### src/hdl/ckre_pkg.sv
`default_nettype none
// ----------------------------------------------------------------------------
// ckre_pkg
// Shared types, constants and helpers of the color-key sprite run-length
// encoder.
// ----------------------------------------------------------------------------
package ckre_pkg;

	localparam int MAX_WIDTH  = 4096;
	localparam int MAX_HEIGHT = 4096;

	localparam int DIM_W   = 13;
	localparam int COL_W   = 12;
	localparam int CNT_W   = 13;
	localparam int BYTES_W = 15;
	localparam int PIX_W   = 32;
	localparam int ADDR_W  = 4;

	localparam int QUEUE_DEPTH = 4;
	localparam int QPTR_W      = $clog2(QUEUE_DEPTH);
	localparam int QCNT_W      = $clog2(QUEUE_DEPTH + 1);

	// register indexes
	localparam logic [1:0] REG_FORMAT = 2'd0;
	localparam logic [1:0] REG_KEY    = 2'd1;
	localparam logic [1:0] REG_WIDTH  = 2'd2;
	localparam logic [1:0] REG_HEIGHT = 2'd3;

	// pixel formats
	localparam logic [1:0] FMT_8  = 2'd0;
	localparam logic [1:0] FMT_16 = 2'd1;
	localparam logic [1:0] FMT_24 = 2'd2;
	localparam logic [1:0] FMT_32 = 2'd3;

	localparam logic KIND_DATA  = 1'b0;
	localparam logic KIND_STRIP = 1'b1;

	typedef struct packed {
		logic [1:0]       pixel_format;
		logic [PIX_W-1:0] key_color;
		logic [DIM_W-1:0] image_width;
		logic [DIM_W-1:0] image_height;
	} cfg_t;

	// everything one pixel produces: closing strip, data word, row-end strip
	typedef struct packed {
		logic               close;
		logic [BYTES_W-1:0] close_run;
		logic [BYTES_W-1:0] close_skip;
		logic               data;
		logic [PIX_W-1:0]   pix;
		logic               row;
		logic [BYTES_W-1:0] row_run;
		logic [BYTES_W-1:0] row_skip;
		logic               frame;
	} entry_t;

	function automatic logic [PIX_W-1:0] fmt_mask(input logic [1:0] fmt);
		logic [PIX_W-1:0] m;
		case (fmt)
			FMT_8:   m = 32'h0000_00FF;
			FMT_16:  m = 32'h0000_FFFF;
			FMT_24:  m = 32'h00FF_FFFF;
			default: m = 32'hFFFF_FFFF;
		endcase
		return m;
	endfunction

	function automatic logic [BYTES_W-1:0] byte_len(input logic [CNT_W-1:0] cnt,
			input logic [1:0] fmt);
		logic [BYTES_W-1:0] b;
		case (fmt)
			FMT_8:   b = {2'b00, cnt};
			FMT_16:  b = {1'b0, cnt, 1'b0};
			default: b = {cnt, 2'b00};
		endcase
		return b;
	endfunction

	function automatic logic [DIM_W-1:0] clamp_dim(input logic [DIM_W-1:0] v,
			input logic [DIM_W-1:0] maxv);
		logic [DIM_W-1:0] r;
		if (v == '0) begin
			r = DIM_W'(1);
		end else if (v > maxv) begin
			r = maxv;
		end else begin
			r = v;
		end
		return r;
	endfunction

endpackage
`default_nettype wire

### src/hdl/ckre_regs.sv
`default_nettype none
// ----------------------------------------------------------------------------
// ckre_regs
// Configuration registers behind an APB-style port.
// ----------------------------------------------------------------------------
module ckre_regs (
	input  wire logic                        clk,
	input  wire logic                        arst_n,
	input  wire logic                        psel,
	input  wire logic                        penable,
	input  wire logic                        pwrite,
	input  wire logic [ckre_pkg::ADDR_W-1:0] paddr,
	input  wire logic [31:0]                 pwdata,
	output logic [31:0]                      prdata,
	output logic                             pready,
	output ckre_pkg::cfg_t                   cfg
);

	ckre_pkg::cfg_t cfg_q;
	logic           wr_en;

	assign pready = 1'b1;
	assign wr_en  = psel && penable && pwrite;
	assign cfg    = cfg_q;

	always_ff @(posedge clk or negedge arst_n) begin
		if (!arst_n) begin
			cfg_q.pixel_format <= ckre_pkg::FMT_32;
			cfg_q.key_color    <= '0;
			cfg_q.image_width  <= ckre_pkg::DIM_W'(1);
			cfg_q.image_height <= ckre_pkg::DIM_W'(1);
		end else if (wr_en) begin
			case (paddr[3:2])
				ckre_pkg::REG_FORMAT: cfg_q.pixel_format <= pwdata[1:0];
				ckre_pkg::REG_KEY:    cfg_q.key_color    <= pwdata;
				ckre_pkg::REG_WIDTH:  cfg_q.image_width  <= pwdata[ckre_pkg::DIM_W-1:0];
				ckre_pkg::REG_HEIGHT: cfg_q.image_height <= pwdata[ckre_pkg::DIM_W-1:0];
				default: ;
			endcase
		end
	end

	always_comb begin
		case (paddr[3:2])
			ckre_pkg::REG_FORMAT: prdata = {30'd0, cfg_q.pixel_format};
			ckre_pkg::REG_KEY:    prdata = cfg_q.key_color;
			ckre_pkg::REG_WIDTH:  prdata = {19'd0, cfg_q.image_width};
			ckre_pkg::REG_HEIGHT: prdata = {19'd0, cfg_q.image_height};
			default:              prdata = '0;
		endcase
	end

endmodule
`default_nettype wire

### src/hdl/ckre_front.sv
`default_nettype none
// ----------------------------------------------------------------------------
// ckre_front
// Accepts pixels, applies the color key, keeps the run and raster counters
// and builds one queue entry per pixel that produces output.
// ----------------------------------------------------------------------------
module ckre_front (
	input  wire logic                       clk,
	input  wire logic                       arst_n,
	input  wire ckre_pkg::cfg_t             cfg,
	input  wire logic                       pix_valid,
	output logic                            pix_ready,
	input  wire logic [ckre_pkg::PIX_W-1:0] pixel_value,
	input  wire logic                       queue_full,
	output logic                            push,
	output ckre_pkg::entry_t                push_entry
);

	logic [ckre_pkg::CNT_W-1:0] opaque_q, skip_q;
	logic                       in_skip_q;
	logic [ckre_pkg::COL_W-1:0] col_q, row_q;

	logic                       accept;
	logic [ckre_pkg::PIX_W-1:0] pix;
	logic                       transparent;
	logic                       close;
	logic [ckre_pkg::CNT_W-1:0] opaque_base, skip_base, opaque_n, skip_n;
	logic [ckre_pkg::DIM_W-1:0] w, h, col_next, row_next;
	logic                       row_end, frame_end;

	assign pix_ready = !queue_full;
	assign accept    = pix_valid && pix_ready;

	always_comb begin
		w           = ckre_pkg::clamp_dim(cfg.image_width, ckre_pkg::DIM_W'(ckre_pkg::MAX_WIDTH));
		h           = ckre_pkg::clamp_dim(cfg.image_height,
			ckre_pkg::DIM_W'(ckre_pkg::MAX_HEIGHT));
		pix         = pixel_value & ckre_pkg::fmt_mask(cfg.pixel_format);
		transparent = (pix == cfg.key_color);
		close       = !transparent && in_skip_q;
		opaque_base = close ? '0 : opaque_q;
		skip_base   = close ? '0 : skip_q;
		opaque_n    = transparent ? opaque_base : opaque_base + ckre_pkg::CNT_W'(1);
		skip_n      = transparent ? skip_base + ckre_pkg::CNT_W'(1) : skip_base;
		col_next    = {1'b0, col_q} + ckre_pkg::DIM_W'(1);
		row_next    = {1'b0, row_q} + ckre_pkg::DIM_W'(1);
		row_end     = (col_next >= w);
		frame_end   = (row_next >= h);

		push_entry.close      = close;
		push_entry.close_run  = ckre_pkg::byte_len(opaque_q, cfg.pixel_format);
		push_entry.close_skip = ckre_pkg::byte_len(skip_q, cfg.pixel_format);
		push_entry.data       = !transparent;
		push_entry.pix        = pix;
		push_entry.row        = row_end;
		push_entry.row_run    = ckre_pkg::byte_len(opaque_n, cfg.pixel_format);
		push_entry.row_skip   = ckre_pkg::byte_len(skip_n, cfg.pixel_format);
		push_entry.frame      = frame_end;
	end

	// a transparent pixel inside a row produces nothing
	assign push = accept && (!transparent || row_end);

	always_ff @(posedge clk or negedge arst_n) begin
		if (!arst_n) begin
			opaque_q  <= '0;
			skip_q    <= '0;
			in_skip_q <= 1'b0;
			col_q     <= '0;
			row_q     <= '0;
		end else if (accept) begin
			if (row_end) begin
				opaque_q  <= '0;
				skip_q    <= '0;
				in_skip_q <= 1'b0;
				col_q     <= '0;
				row_q     <= frame_end ? '0 : row_next[ckre_pkg::COL_W-1:0];
			end else begin
				opaque_q  <= opaque_n;
				skip_q    <= skip_n;
				in_skip_q <= transparent;
				col_q     <= col_next[ckre_pkg::COL_W-1:0];
			end
		end
	end

endmodule
`default_nettype wire

### src/hdl/ckre_queue.sv
`default_nettype none
// ----------------------------------------------------------------------------
// ckre_queue
// Short register queue of entries between the front and the back.
// ----------------------------------------------------------------------------
module ckre_queue (
	input  wire logic             clk,
	input  wire logic             arst_n,
	input  wire logic             push,
	input  wire ckre_pkg::entry_t push_entry,
	output logic                  full,
	output logic                  head_valid,
	output ckre_pkg::entry_t      head,
	input  wire logic             pop
);

	ckre_pkg::entry_t               slots_q [ckre_pkg::QUEUE_DEPTH];
	logic [ckre_pkg::QPTR_W-1:0]    wr_ptr_q, rd_ptr_q;
	logic [ckre_pkg::QCNT_W-1:0]    count_q;

	assign full       = (count_q == ckre_pkg::QCNT_W'(ckre_pkg::QUEUE_DEPTH));
	assign head_valid = (count_q != '0);
	assign head       = slots_q[rd_ptr_q];

	always_ff @(posedge clk) begin
		if (push) begin
			slots_q[wr_ptr_q] <= push_entry;
		end
	end

	always_ff @(posedge clk or negedge arst_n) begin
		if (!arst_n) begin
			wr_ptr_q <= '0;
			rd_ptr_q <= '0;
			count_q  <= '0;
		end else begin
			if (push) begin
				wr_ptr_q <= wr_ptr_q + ckre_pkg::QPTR_W'(1);
			end
			if (pop) begin
				rd_ptr_q <= rd_ptr_q + ckre_pkg::QPTR_W'(1);
			end
			case ({push, pop})
				2'b10:   count_q <= count_q + ckre_pkg::QCNT_W'(1);
				2'b01:   count_q <= count_q - ckre_pkg::QCNT_W'(1);
				default: count_q <= count_q;
			endcase
		end
	end

endmodule
`default_nettype wire

### src/hdl/ckre_back.sv
`default_nettype none
// ----------------------------------------------------------------------------
// ckre_back
// Expands each queue entry into its output words, one word per cycle while
// the receiver is ready, through an output register.
// ----------------------------------------------------------------------------
module ckre_back (
	input  wire logic                           clk,
	input  wire logic                           arst_n,
	input  wire logic                           head_valid,
	input  wire ckre_pkg::entry_t               head,
	output logic                                pop,
	output logic                                rec_valid,
	input  wire logic                           rec_ready,
	output logic                                record_kind,
	output logic [ckre_pkg::PIX_W-1:0]          pixel_out,
	output logic [ckre_pkg::BYTES_W-1:0]        run_bytes,
	output logic [ckre_pkg::BYTES_W-1:0]        skip_bytes,
	output logic                                row_done,
	output logic                                frame_done,
	output logic                                last
);

	logic                         valid_q;
	logic                         sent_close_q, sent_data_q;
	logic                         kind_q, row_done_q, frame_done_q, last_q;
	logic [ckre_pkg::PIX_W-1:0]   pix_q;
	logic [ckre_pkg::BYTES_W-1:0] run_q, skip_q;

	logic                         load, sel_close, sel_data, is_last;

	always_comb begin
		sel_close = head.close && !sent_close_q;
		sel_data  = !sel_close && head.data && !sent_data_q;
		if (sel_close) begin
			is_last = !(head.data || head.row);
		end else if (sel_data) begin
			is_last = !head.row;
		end else begin
			is_last = 1'b1;
		end
	end

	assign load = head_valid && (!valid_q || rec_ready);
	assign pop  = load && is_last;

	always_ff @(posedge clk or negedge arst_n) begin
		if (!arst_n) begin
			valid_q      <= 1'b0;
			sent_close_q <= 1'b0;
			sent_data_q  <= 1'b0;
		end else begin
			if (load) begin
				valid_q <= 1'b1;
			end else if (rec_ready) begin
				valid_q <= 1'b0;
			end
			if (load) begin
				if (is_last) begin
					sent_close_q <= 1'b0;
					sent_data_q  <= 1'b0;
				end else if (sel_close) begin
					sent_close_q <= 1'b1;
				end else begin
					sent_data_q <= 1'b1;
				end
			end
		end
	end

	always_ff @(posedge clk) begin
		if (load) begin
			last_q <= is_last;
			if (sel_close) begin
				kind_q       <= ckre_pkg::KIND_STRIP;
				pix_q        <= '0;
				run_q        <= head.close_run;
				skip_q       <= head.close_skip;
				row_done_q   <= 1'b0;
				frame_done_q <= 1'b0;
			end else if (sel_data) begin
				kind_q       <= ckre_pkg::KIND_DATA;
				pix_q        <= head.pix;
				run_q        <= '0;
				skip_q       <= '0;
				row_done_q   <= 1'b0;
				frame_done_q <= 1'b0;
			end else begin
				kind_q       <= ckre_pkg::KIND_STRIP;
				pix_q        <= '0;
				run_q        <= head.row_run;
				skip_q       <= head.row_skip;
				row_done_q   <= 1'b1;
				frame_done_q <= head.frame;
			end
		end
	end

	assign rec_valid   = valid_q;
	assign record_kind = kind_q;
	assign pixel_out   = pix_q;
	assign run_bytes   = run_q;
	assign skip_bytes  = skip_q;
	assign row_done    = row_done_q;
	assign frame_done  = frame_done_q;
	assign last        = last_q;

endmodule
`default_nettype wire

### src/hdl/color_key_sprite_rle_encoder_top.sv
`default_nettype none
// ----------------------------------------------------------------------------
// color_key_sprite_rle_encoder_top
// Color-key sprite run-length encoder.
//
// Pixels enter in raster order on pix_valid/pix_ready with pixel_value.
// Each pixel yields zero to three output words on rec_valid/rec_ready:
// a strip record closing the previous strip, the opaque pixel data word,
// and a row-end strip record; last marks the final word of a pixel.
// Words leave one per cycle while the receiver is ready; a pixel has
// one word when it is opaque inside a strip, up to three when it also
// closes a strip and ends the row; transparent pixels inside a row
// yield no word and are taken one per cycle while the queue is not full.
// The first word of a pixel goes through a queue slot, then the output register.
// The rate is set by the single output register of the word expander.
// A four-entry queue sits between classifier and expander; when the
// receiver stalls, the queue fills and pix_ready drops while full.
// Configuration goes through the APB-style port; write it only while idle.
// Reset restores 32-bit format, key 0, width and height 1, and clears the
// run and raster counters, the queue and the output valid flag.
// ----------------------------------------------------------------------------
module color_key_sprite_rle_encoder_top (
	input  wire logic                          clk,
	input  wire logic                          arst_n,
	input  wire logic                          psel,
	input  wire logic                          penable,
	input  wire logic                          pwrite,
	input  wire logic [ckre_pkg::ADDR_W-1:0]   paddr,
	input  wire logic [31:0]                   pwdata,
	output logic [31:0]                        prdata,
	output logic                               pready,
	input  wire logic                          pix_valid,
	output logic                               pix_ready,
	input  wire logic [ckre_pkg::PIX_W-1:0]    pixel_value,
	output logic                               rec_valid,
	input  wire logic                          rec_ready,
	output logic                               record_kind,
	output logic [ckre_pkg::PIX_W-1:0]         pixel_out,
	output logic [ckre_pkg::BYTES_W-1:0]       run_bytes,
	output logic [ckre_pkg::BYTES_W-1:0]       skip_bytes,
	output logic                               row_done,
	output logic                               frame_done,
	output logic                               last
);

	ckre_pkg::cfg_t   cfg;
	ckre_pkg::entry_t push_entry, head;
	logic             push, pop, queue_full, head_valid;

	ckre_regs u_regs (
		.clk     (clk),
		.arst_n  (arst_n),
		.psel    (psel),
		.penable (penable),
		.pwrite  (pwrite),
		.paddr   (paddr),
		.pwdata  (pwdata),
		.prdata  (prdata),
		.pready  (pready),
		.cfg     (cfg)
	);

	ckre_front u_front (
		.clk         (clk),
		.arst_n      (arst_n),
		.cfg         (cfg),
		.pix_valid   (pix_valid),
		.pix_ready   (pix_ready),
		.pixel_value (pixel_value),
		.queue_full  (queue_full),
		.push        (push),
		.push_entry  (push_entry)
	);

	ckre_queue u_queue (
		.clk        (clk),
		.arst_n     (arst_n),
		.push       (push),
		.push_entry (push_entry),
		.full       (queue_full),
		.head_valid (head_valid),
		.head       (head),
		.pop        (pop)
	);

	ckre_back u_back (
		.clk         (clk),
		.arst_n      (arst_n),
		.head_valid  (head_valid),
		.head        (head),
		.pop         (pop),
		.rec_valid   (rec_valid),
		.rec_ready   (rec_ready),
		.record_kind (record_kind),
		.pixel_out   (pixel_out),
		.run_bytes   (run_bytes),
		.skip_bytes  (skip_bytes),
		.row_done    (row_done),
		.frame_done  (frame_done),
		.last        (last)
	);

endmodule
`default_nettype wire

### config.mk
export PLATFORM = sky130hd
export DESIGN_NAME = color_key_sprite_rle_encoder_top
export DESIGN_NICKNAME = d
export VERILOG_FILES = /design/src/hdl/ckre_pkg.sv /design/src/hdl/ckre_regs.sv /design/src/hdl/ckre_front.sv /design/src/hdl/ckre_queue.sv /design/src/hdl/ckre_back.sv /design/src/hdl/color_key_sprite_rle_encoder_top.sv
export SDC_FILE = /design/constraint.sdc
export NUM_CORES = 1
export LEC_CHECK = 0
export ABC_CLOCK_PERIOD_IN_PS = 5300
export BUFFER_PORTS_ARGS = -buffer_cell sky130_fd_sc_hd__clkbuf_2
export CORE_ASPECT_RATIO = 1.5
export CORE_UTILIZATION = 55
export DETAILED_ROUTE_END_ITERATION = 7
export PLACE_DENSITY = 0.77
export SYNTH_ARGS = -nofsm -noshare
export SYNTH_HDL_FRONTEND = slang
export SYNTH_SLANG_ARGS = --single-unit
### constraint.sdc
create_clock -name clk -period 5.3 [get_ports clk]
set_input_delay 0.53 -clock clk [delete_from_list [all_inputs] [get_ports clk]]
set_output_delay 0.53 -clock clk [all_outputs]
set_load 0.02 [all_outputs]
* Word-level counts from Yosys, hierarchy flattened
Memories as Yosys holds them, arrays and structs flattened. Cells that the tools add are included.
Word-level totals: latch bits 0, memories 1, ROM bits 0, register bits after elaboration 187, logic and storage cells 120, memory bits (writable) 384
Memories:
- u_queue.slots_q | depth 4, width 96, rd ports 1, clocked after Yosys merged registers in 0, wr ports 1, line ckre_queue.sv:17 | ckre_pkg::entry_t slots_q [ckre_pkg::QUEUE_DEPTH];
Cells by class: shifts and indexed selects 0, add/subtract/negate cells 8, bitwise logic cells 2, magnitude comparators 4, divide/modulo/power cells 0, reduce and logical (&&, ||, !) cells 38, equality and inequality tests 10, mux-type cells 35, $mul 0
Operator list (count):
- two-way mux 13 bit | 10
- case mux 32 bit (4 select lines) | 1
- case mux 15 bit (2 select lines) | 4
- case mux 32 bit (3 select lines) | 1
- two-way mux 15 bit | 4
- AND 32 bit | 1
- == test 32 bit | 1
- adder 12 x 1 -> 13 bit (second input constant) | 2
- adder 13 x 1 -> 13 bit (second input constant) | 2
- >= comparator 13 bit | 2
- greater-than comparator 13 bit (second input constant) | 2
- zero test 13 bit | 2
- two-way mux 12 bit | 2
- AND reduction 2 bit | 7
- two-way mux 1 bit | 12
- logical AND 1 bit | 10
- == test 2 bit (second input constant) | 4
- zero test 1 bit | 8
- == test 2 x 1 -> 1 bit (second input constant) | 3
- case mux 3 bit (2 select lines) | 1
- nonzero test 2 bit | 3
- adder 2 x 1 -> 2 bit (second input constant) | 2
- zero test 2 bit | 2
- OR reduction 2 bit | 2
- other kinds (7) | 9

* Longest topological paths before layout
Gate-level depths: netlist (run 1).
depth after elaboration 10, depth in mapped cells 20, mapped depth without buffers 19

* By module
A second synthesis (run 1) with hierarchy kept.
Unflattened totals: cell total of the unflattened synthesis 1705, area, all modules 25733.4 um2
Modules (own cells, without submodules):
- ckre_queue | area each 14221.1 um2, sequential area each 11706.2 um2, cells each 535, instances 1
- ckre_front | area each 5858.1 um2, sequential area each 1276.2 um2, cells each 816, instances 1
- ckre_regs | area each 2876.5 um2, sequential area each 1506.4 um2, cells each 186, instances 1
- ckre_back | area each 2777.7 um2, sequential area each 2057.0 um2, cells each 168, instances 1

* Worst setup path after synthesis (run 1)
OpenSTA, ideal clock, no wires.
path kind input to register, start point in rec_ready, end point reg u_queue.count_q[2] (netlist name), path slack -0.313 ns, data required time 5.221 ns, path buffers 1, arrival time 5.534 ns, cell stages on the path 10, library setup time 0.079 ns, cells stage by stage inv_1 a21oi_1 and2_1 clkbuf_1 ha_1 inv_1 fa_1 xor2_1 nor2_1 xor2_1
On the way: longest elaborated chain between the ends 5, elaborated cells on any way between the ends 7, those cells by class 2 x eq/ne; 1 x mux; 4 x reduce/logical
Ends and longest elaborated chain:
- from (decl) | line color_key_sprite_rle_encoder_top.sv:36 | input wire logic rec_ready,
- logical OR 1 bit * | line ckre_back.sv:44 | assign load = head_valid && (!valid_q || rec_ready);
- logical AND 1 bit * | line ckre_back.sv:44
- net u_back.load | line ckre_back.sv:30 | logic load, sel_close, sel_data, is_last;
- logical AND 1 bit * | line ckre_back.sv:45 | assign pop = load && is_last;
- net pop | line color_key_sprite_rle_encoder_top.sv:48 | logic push, pop, queue_full, head_valid;
- == test 2 x 1 -> 1 bit or == test 2 bit (tied branches) | line ckre_queue.sv:43 | case ({push, pop})
- case mux 3 bit (2 select lines) or nonzero test 2 bit (tied branches)
- to (signal assigned) | line ckre_queue.sv:44 | 2'b10: count_q <= count_q + ckre_pkg::QCNT_W'(1);
- to (signal assigned) | line ckre_queue.sv:45 | 2'b01: count_q <= count_q - ckre_pkg::QCNT_W'(1);
- to (signal assigned) | line ckre_queue.sv:46 | default: count_q <= count_q;
- to (decl) | line ckre_queue.sv:19 | logic [ckre_pkg::QCNT_W-1:0] count_q;
The timed path passes the listed nets; every way through them passes the cells marked *. A chain may end at the register's enable or synchronous reset.

==> flow_summary.yaml, run 1 <==
outcome:
  outcome: "finished clean"
drt:
  drc: 0
  drt_iter0_markers: 1445
  met1_length_um: 21800
  routed_via_density: 6.22
  dr.pass1.iters: 6
  met3WireLength_um: 3070
  detail-route-antenna-nets: 0
  routed_wl_um: 57700
  top_layer: "met4"
  wl_met2_um: 30400
  wl_per_cell_um: 23.6
  num_vias: 15200
clock_network:
  ctsResizeCount: 0
  clkTransAtPathRegs_ns: 0.07
  clkLatencyLatePin_ns: 0.60
  postCtsHoldBufs: 1
  cts.sinks: 571
  ctsRootBufferMaster: "clkbuf_16"
  cts_tree: "done"
  clockBufferDepth: 3
  cts_setup_buffers: 0
  cts_buffers: 50
  ctsHtreeMaxLevel: 2
global_routing:
  grt_max_degree: 66
  overflow: 0
  grt_pass1_vias: 15700
  antenna_found_initial: 1
  grt_util_all_layers: 0.252
  grt_pass1_wl_um: 89200
sta:
  fin_crit_ns: 4.91
  setup_slack_ns: 0.393
  finalCritPeriodShare: 0.926
  tns_ns: 0
  setup_viol: 0
  fmax_mhz: 204
  worst_pin_slew_ns: 1.10
  rsz0062_at_grt: "no"
  max_slew_margin: 0.261
  hold_viol_final: 0
  finClkSkew_ns: 0.0239
  slew_violations: 0
floorplan:
  io_pins: 176
  start_util: 0.560
  core_area_um2: 45000
  rows: 95
  fp.dieW_um: 177
  die_y_um: 264
  die_area_um2: 46800
logic_synthesis:
  ys_seq_area_frac: 0.656
  synth_area_um2: 25200
  yosys.area.top_type: "edfxtp_1"
  synth_top_cell_area_share: 0.536
  synth.most_common_cell: "edfxtp_1"
  syn_inst: 1666
  synth_common_cells: "edfxtp_1, nand2_1, dfrtp_1"
  ys_seq_elements: 571
  yosysWarnings: 0
  yosys-top-cells-area: "edfxtp_1, dfrtp_1, mux4_2"
  synth-async-reset-ratio: 0.212
  syn_area_per_cell_um2: 15.1
  synth_cell_type_count: 81
  synth-edff-count: 450
  synth-main-ff-cell: "edfxtp_1"
  synth_nets: 1777
power_and_ir_drop:
  power.static_leakage_nw: 10.7
  ir_worst_vdd_mv: 0.260
  powerDensity_nw_per_um2: 529
finish:
  fin_nets: 1927
  syn_to_final_growth_pct: 12.1
  fillers: 3240
  drive_gt1_frac: 0.257
worst_setup_path:
  path_class: "reg -> reg"
  critPathCaptureType: "flip-flop"
  startpoint_type: "flip-flop"
  critPathMaxStageDelay_ns: 0.57
  arrival_ns: 5.20
  critPathRequiredTime_ns: 5.59
  crit_slowest_cell: "a2111o_1"
  cp_cell_sequence: "buf_4 > buf_4 > a21oi_1 > a2111o_1 > nor3_4 > inv_2 > nand2_1 > and2_1 > ha_1 > nand3_1 > nor2_1 > nand3_1 > or2_2 > nor4_1 > a311oi_2 > a222oi_1"
  cp_max_fo: 42
job:
  max_cap_viol_count: 0
placement:
  place_congestion: 0.922
  hpwl_um: 37400
  portBuffers: 172
  pre_cts_ws_ns: 0.507
min_path:
  worstHoldPathType: "in -> reg"
==> routing by layer <==
metal,up-vias,global-route usage
li1,6695,-
met1,7772,0.310
met2,580,0.442
met3,148,0.0321
met4,0,0.112
met5,-,0
==> stage by stage <==
step	util	total power, mW	instances	hold WS, ns	cell area, um2
final	0.628	15.0	2441	0.141	28300
after global routing	0.628	15.7	2439	0.155	28300
after CTS	0.628	15.1	2438	0.120	28300
after detailed placement	0.592	11.5	2345	0.504	26700
after global placement	0.592	11.4	2345	0.475	26700
after floorplan	-	9.98	1666	0.234	25200
==> sequential cells by signal, indices dropped and copies added (netlist names), 2 cells and up <==
register	cells
u_front.skip_q	13
u_regs.cfg	60
u_back.pixel_out	32
u_front.row_q	12
u_front.col_q	12
u_front.opaque_q	13
u_back.run_bytes	15
u_back.skip_bytes	15
u_queue.rd_ptr_q	2
u_queue.wr_ptr_q	2
u_queue.slots_q	384
u_queue.count_q	3
==> report_power, final <==
| part | total (mW) | switching [mW] | internal [mW] |
|---|---|---|---|
| clock | 3.55 | 1.60 | 1.95 |
| sequential | 6.90 | 0.615 | 6.28 |
| combinational | 4.53 | 2.69 | 1.84 |
==> path summary, 6_finish.rpt <==
check | startpoint | to | slack (ns) | cells past startpoint
worst max-delay path | u_regs.cfg[58] | u_queue.slots_q[0][28] | 0.39 | 16
worst min-delay path | rec_ready | u_back.rec_valid | 0.14 | 2
worst max register to register | u_regs.cfg[58] | u_queue.slots_q[0][28] | 0.39 | 16
worst min register to register | u_queue.count_q[2] | u_queue.count_q[2] | 0.51 | 1
max in group asynchronous | arst_n | u_front.skip_q[4] | 3.68 | 3
min in group asynchronous | arst_n | u_regs.cfg[32] | 0.50 | 2
==> cell type report <==
type / instances / area, um2 / share of cell area
sequential: 571 / 16600 / 0.585
multi-input combinational: 944 / 8120 / 0.287
inverter: 42 / 158 / 0.00557
timing repair buffer: 207 / 1140 / 0.0403
clock inverter: 28 / 289 / 0.0102
clock buffer: 64 / 1300 / 0.0461
tap: 582 / 728 / 0.0257
antenna: 3 / 7.51 / 0.000265
==> cells in the final DEF (no fill, tap or decap), types with 39 or more instances in the layout <==
master / count
a22o_1: 59
and2_1: 51
clkbuf_16: 50
clkbuf_2: 171
dfrtp_1: 115
edfxtp_1: 450
inv_1: 39
mux2_2: 60
mux4_2: 98
nand2_1: 129
nor2_1: 46
nor2b_1: 45
o21ai_0: 79
==> worst max-delay path: cells and delay by family (launching register included) <==
family                   cells  cell delay [ns]
adder cells (fa/ha/maj)      1             0.21
AND/OR/NAND/NOR              8             1.66
flip-flops                   1             0.55
buffers and inverters        3             0.77
AO/OA/AOI/OAI                4             1.41
==> logic make-up after synthesis <==
group | share of synthesized area
xor+xnor | 0.0132
other cells | 0.000149
flops | 0.656
buf+inv | 0.0237
fa+ha+maj | 0.0181
mux | 0.126
compound gates | 0.0796
simple gates | 0.0836
Power figures use the tool's default switching activity.
==> run 2, diff against run 1 <==
Settings changed: PLACE_DENSITY 0.77 to 0.76, SYNTH_HIERARCHICAL from default to 1.
==> run 2 against run 1 <==
  * Clock power is 9.9% higher
  * Final cell count is 1.0% higher
  * Area after synthesis is 2.0% higher
  * First-iteration DRC count is 10% lower
  * Critical path depth is 1 higher
  * Register-to-register slack better by 0.17 ns
  * Cell area is 1.7% higher
  * Clock-buffer cell count is 9 higher
  * Largest cell class unchanged
  * Highest routed layer is now met5
==> flow_summary.yaml, run 2 <==
outcome:
  outcome: "finished clean"
floorplan:
  rows: 96
  io_pins: 176
  start_util: 0.559
  core_area_um2: 46000
  die_y_um: 267
  fp.dieW_um: 179
  die_area_um2: 47700
power_and_ir_drop:
  totalPowerFinal_mw: 15.7
  ir_worst_vdd_mv: 0.357
  power.static_leakage_nw: 11.0
  powerDensity_nw_per_um2: 547
sta:
  slew_violations: 0
  rsz0062_at_grt: "no"
  setup_viol: 0
  worst_pin_slew_ns: 1.18
  finClkSkew_ns: 0.0216
  fmax_mhz: 211
  setup_slack_ns: 0.565
  max_slew_margin: 0.206
  hold_viol_final: 0
  tns_ns: 0
  finalCritPeriodShare: 0.893
  fin_crit_ns: 4.74
logic_synthesis:
  ys_seq_elements: 571
  synth_cell_type_count: 84
  synth-async-reset-ratio: 0.212
  synth-main-ff-cell: "edfxtp_1"
  syn_inst: 1705
  yosys-top-cells-area: "edfxtp_1, dfrtp_1, mux4_2"
  syn_area_per_cell_um2: 15.1
  synth.most_common_cell: "edfxtp_1"
  ys_seq_area_frac: 0.643
  synth_nets: 1816
  synth-edff-count: 450
  yosys.area.top_type: "edfxtp_1"
  synth_area_um2: 25700
  yosysWarnings: 6
  synth_top_cell_area_share: 0.525
  synth_common_cells: "edfxtp_1, nand2_1, dfrtp_1"
worst_setup_path:
  path_class: "reg -> reg"
  critPathMaxStageDelay_ns: 0.72
  crit_slowest_cell: "dfstp_2"
  cp_max_fo: 16
  startpoint_type: "flip-flop"
  crit_buf_inv: 3
  cp_cell_sequence: "inv_2 > or3_1 > o32a_1 > nor3_1 > and4_1 > inv_2 > nand2_2 > and2_1 > ha_1 > nand3_1 > nor3_1 > buf_4 > and3_1 > nand4_1 > o21ai_0 > nand2_1 > a221oi_1"
  critPathRequiredTime_ns: 5.62
  arrival_ns: 5.06
  cp_top_family: "simple AND/OR/NAND/NOR gates"
  critPathCaptureType: "flip-flop"
finish:
  final_util: 0.626
  largest_reg_flops: 384
  fillers: 3277
  mostFrequentLayoutCells: "edfxtp_1, clkbuf_2, nand2_1"
  regMostFlops: "u_queue/slots_q"
  syn_to_final_growth_pct: 11.8
  layout.area.seq_um2: 16600
  design_area_um2: 28800
  drive_gt1_frac: 0.259
  fin_nets: 1946
  diodes: 0
  final_common_cell: "edfxtp_1"
  multi_input_area_um2: 8340
clock_network:
  cts_buffers: 51
  clkTransAtPathRegs_ns: 0.06
  postCtsHoldBufs: 0
  cts.sinks: 571
  ctsRootBufferMaster: "clkbuf_16"
  clockBufferDepth: 3
  ctsHtreeMaxLevel: 2
  cts_tree: "done"
  clkLatencyLatePin_ns: 0.59
  ctsResizeCount: 0
  cts_setup_buffers: 0
job:
  max_cap_viol_count: 0
placement:
  portBuffers: 172
  hpwl_um: 36900
  place_congestion: 0.869
  pre_cts_ws_ns: 0.631
  placed_cell_area_um2: 27000
global_routing:
  grt_pass1_wl_um: 88400
  overflow: 0
  antenna_found_initial: 1
  grt_pass1_vias: 15600
  grt_util_all_layers: 0.244
  grt_max_degree: 70
min_path:
  worstHoldPathType: "in -> async"
drt:
  drc: 0
  dr.pass1.iters: 6
  num_vias: 15300
  detail-route-antenna-nets: 0
  routed_via_density: 6.22
  drt_iter0_markers: 1295
  wl_per_cell_um: 23.1
  routed_wl_um: 56900
run 2: worst paths after layout:
kind,slack [ns],end,depth (start not counted),from
max,0.56,u_queue/slots_q[0][28],17,u_regs/cfg[59]
min,0.02,u_regs/cfg[32],1,arst_n
max reg2reg,0.56,u_queue/slots_q[0][28],17,u_regs/cfg[59]
min reg2reg,0.51,u_front/row_q[7],1,u_front/row_q[7]
max in group asynchronous,3.89,u_regs/cfg[25],2,arst_n
min in group clk,0.17,u_regs/cfg[39],2,pwdata[13]
run 2: routing by layer:
metal  wire (um)  vias up  share of wire  GRT usage
met5          19        -        0.00033          0
met2       29800      611           0.52      0.427
li1            -     6822              -          -
met1       21300     7767           0.38      0.296
met4        2730        2          0.048      0.122
met3        2950      140          0.052     0.0330
run 2: cells by family after synthesis:
| logic type | synth area share |
|---|---|
| other | 0.000146 |
| xor gates and xnor gates | 0.0123 |
| muxes | 0.136 |
| and+or+nand+nor | 0.0851 |
| AOI/OAI and AO/OA | 0.0721 |
| adders and majority gates | 0.0178 |
| DFF | 0.643 |
| buffers and inverters | 0.0337 |
run 2: power breakdown:
group / internal (mW) / switching [mW]
clock network: 2.28 / 1.62
registers: 6.39 / 0.662
logic: 1.98 / 2.81
run 2: final cells by class:
type	instances	area share
timing repair buffer	202	0.0413
tap	588	0.0256
inverter	40	0.00522
clock buffer	73	0.0523
sequential	571	0.575
multi-input combinational	969	0.290
clock inverter	23	0.0105
run 2: per-stage QoR:
stage / instances / hold slack, ns
after global placement: 2370 / 0.473
after floorplan: 1705 / 0.234
after detailed placement: 2370 / 0.485
after global routing: 2466 / 0.0598
after CTS: 2466 / 0.0333
final: 2466 / 0.0158
run 2: worst register-to-register path, stage by stage (launching register included):
cell and delay (ns):
dfstp_2 0.72, inv_2 0.09, or3_1 0.40, o32a_1 0.35
nor3_1 0.17, and4_1 0.31, inv_2 0.07, nand2_2 0.17
and2_1 0.16, ha_1 0.22, nand3_1 0.16, nor3_1 0.23
buf_4 0.17, and3_1 0.30, nand4_1 0.16, o21ai_0 0.24
nand2_1 0.08, a221oi_1 0.47
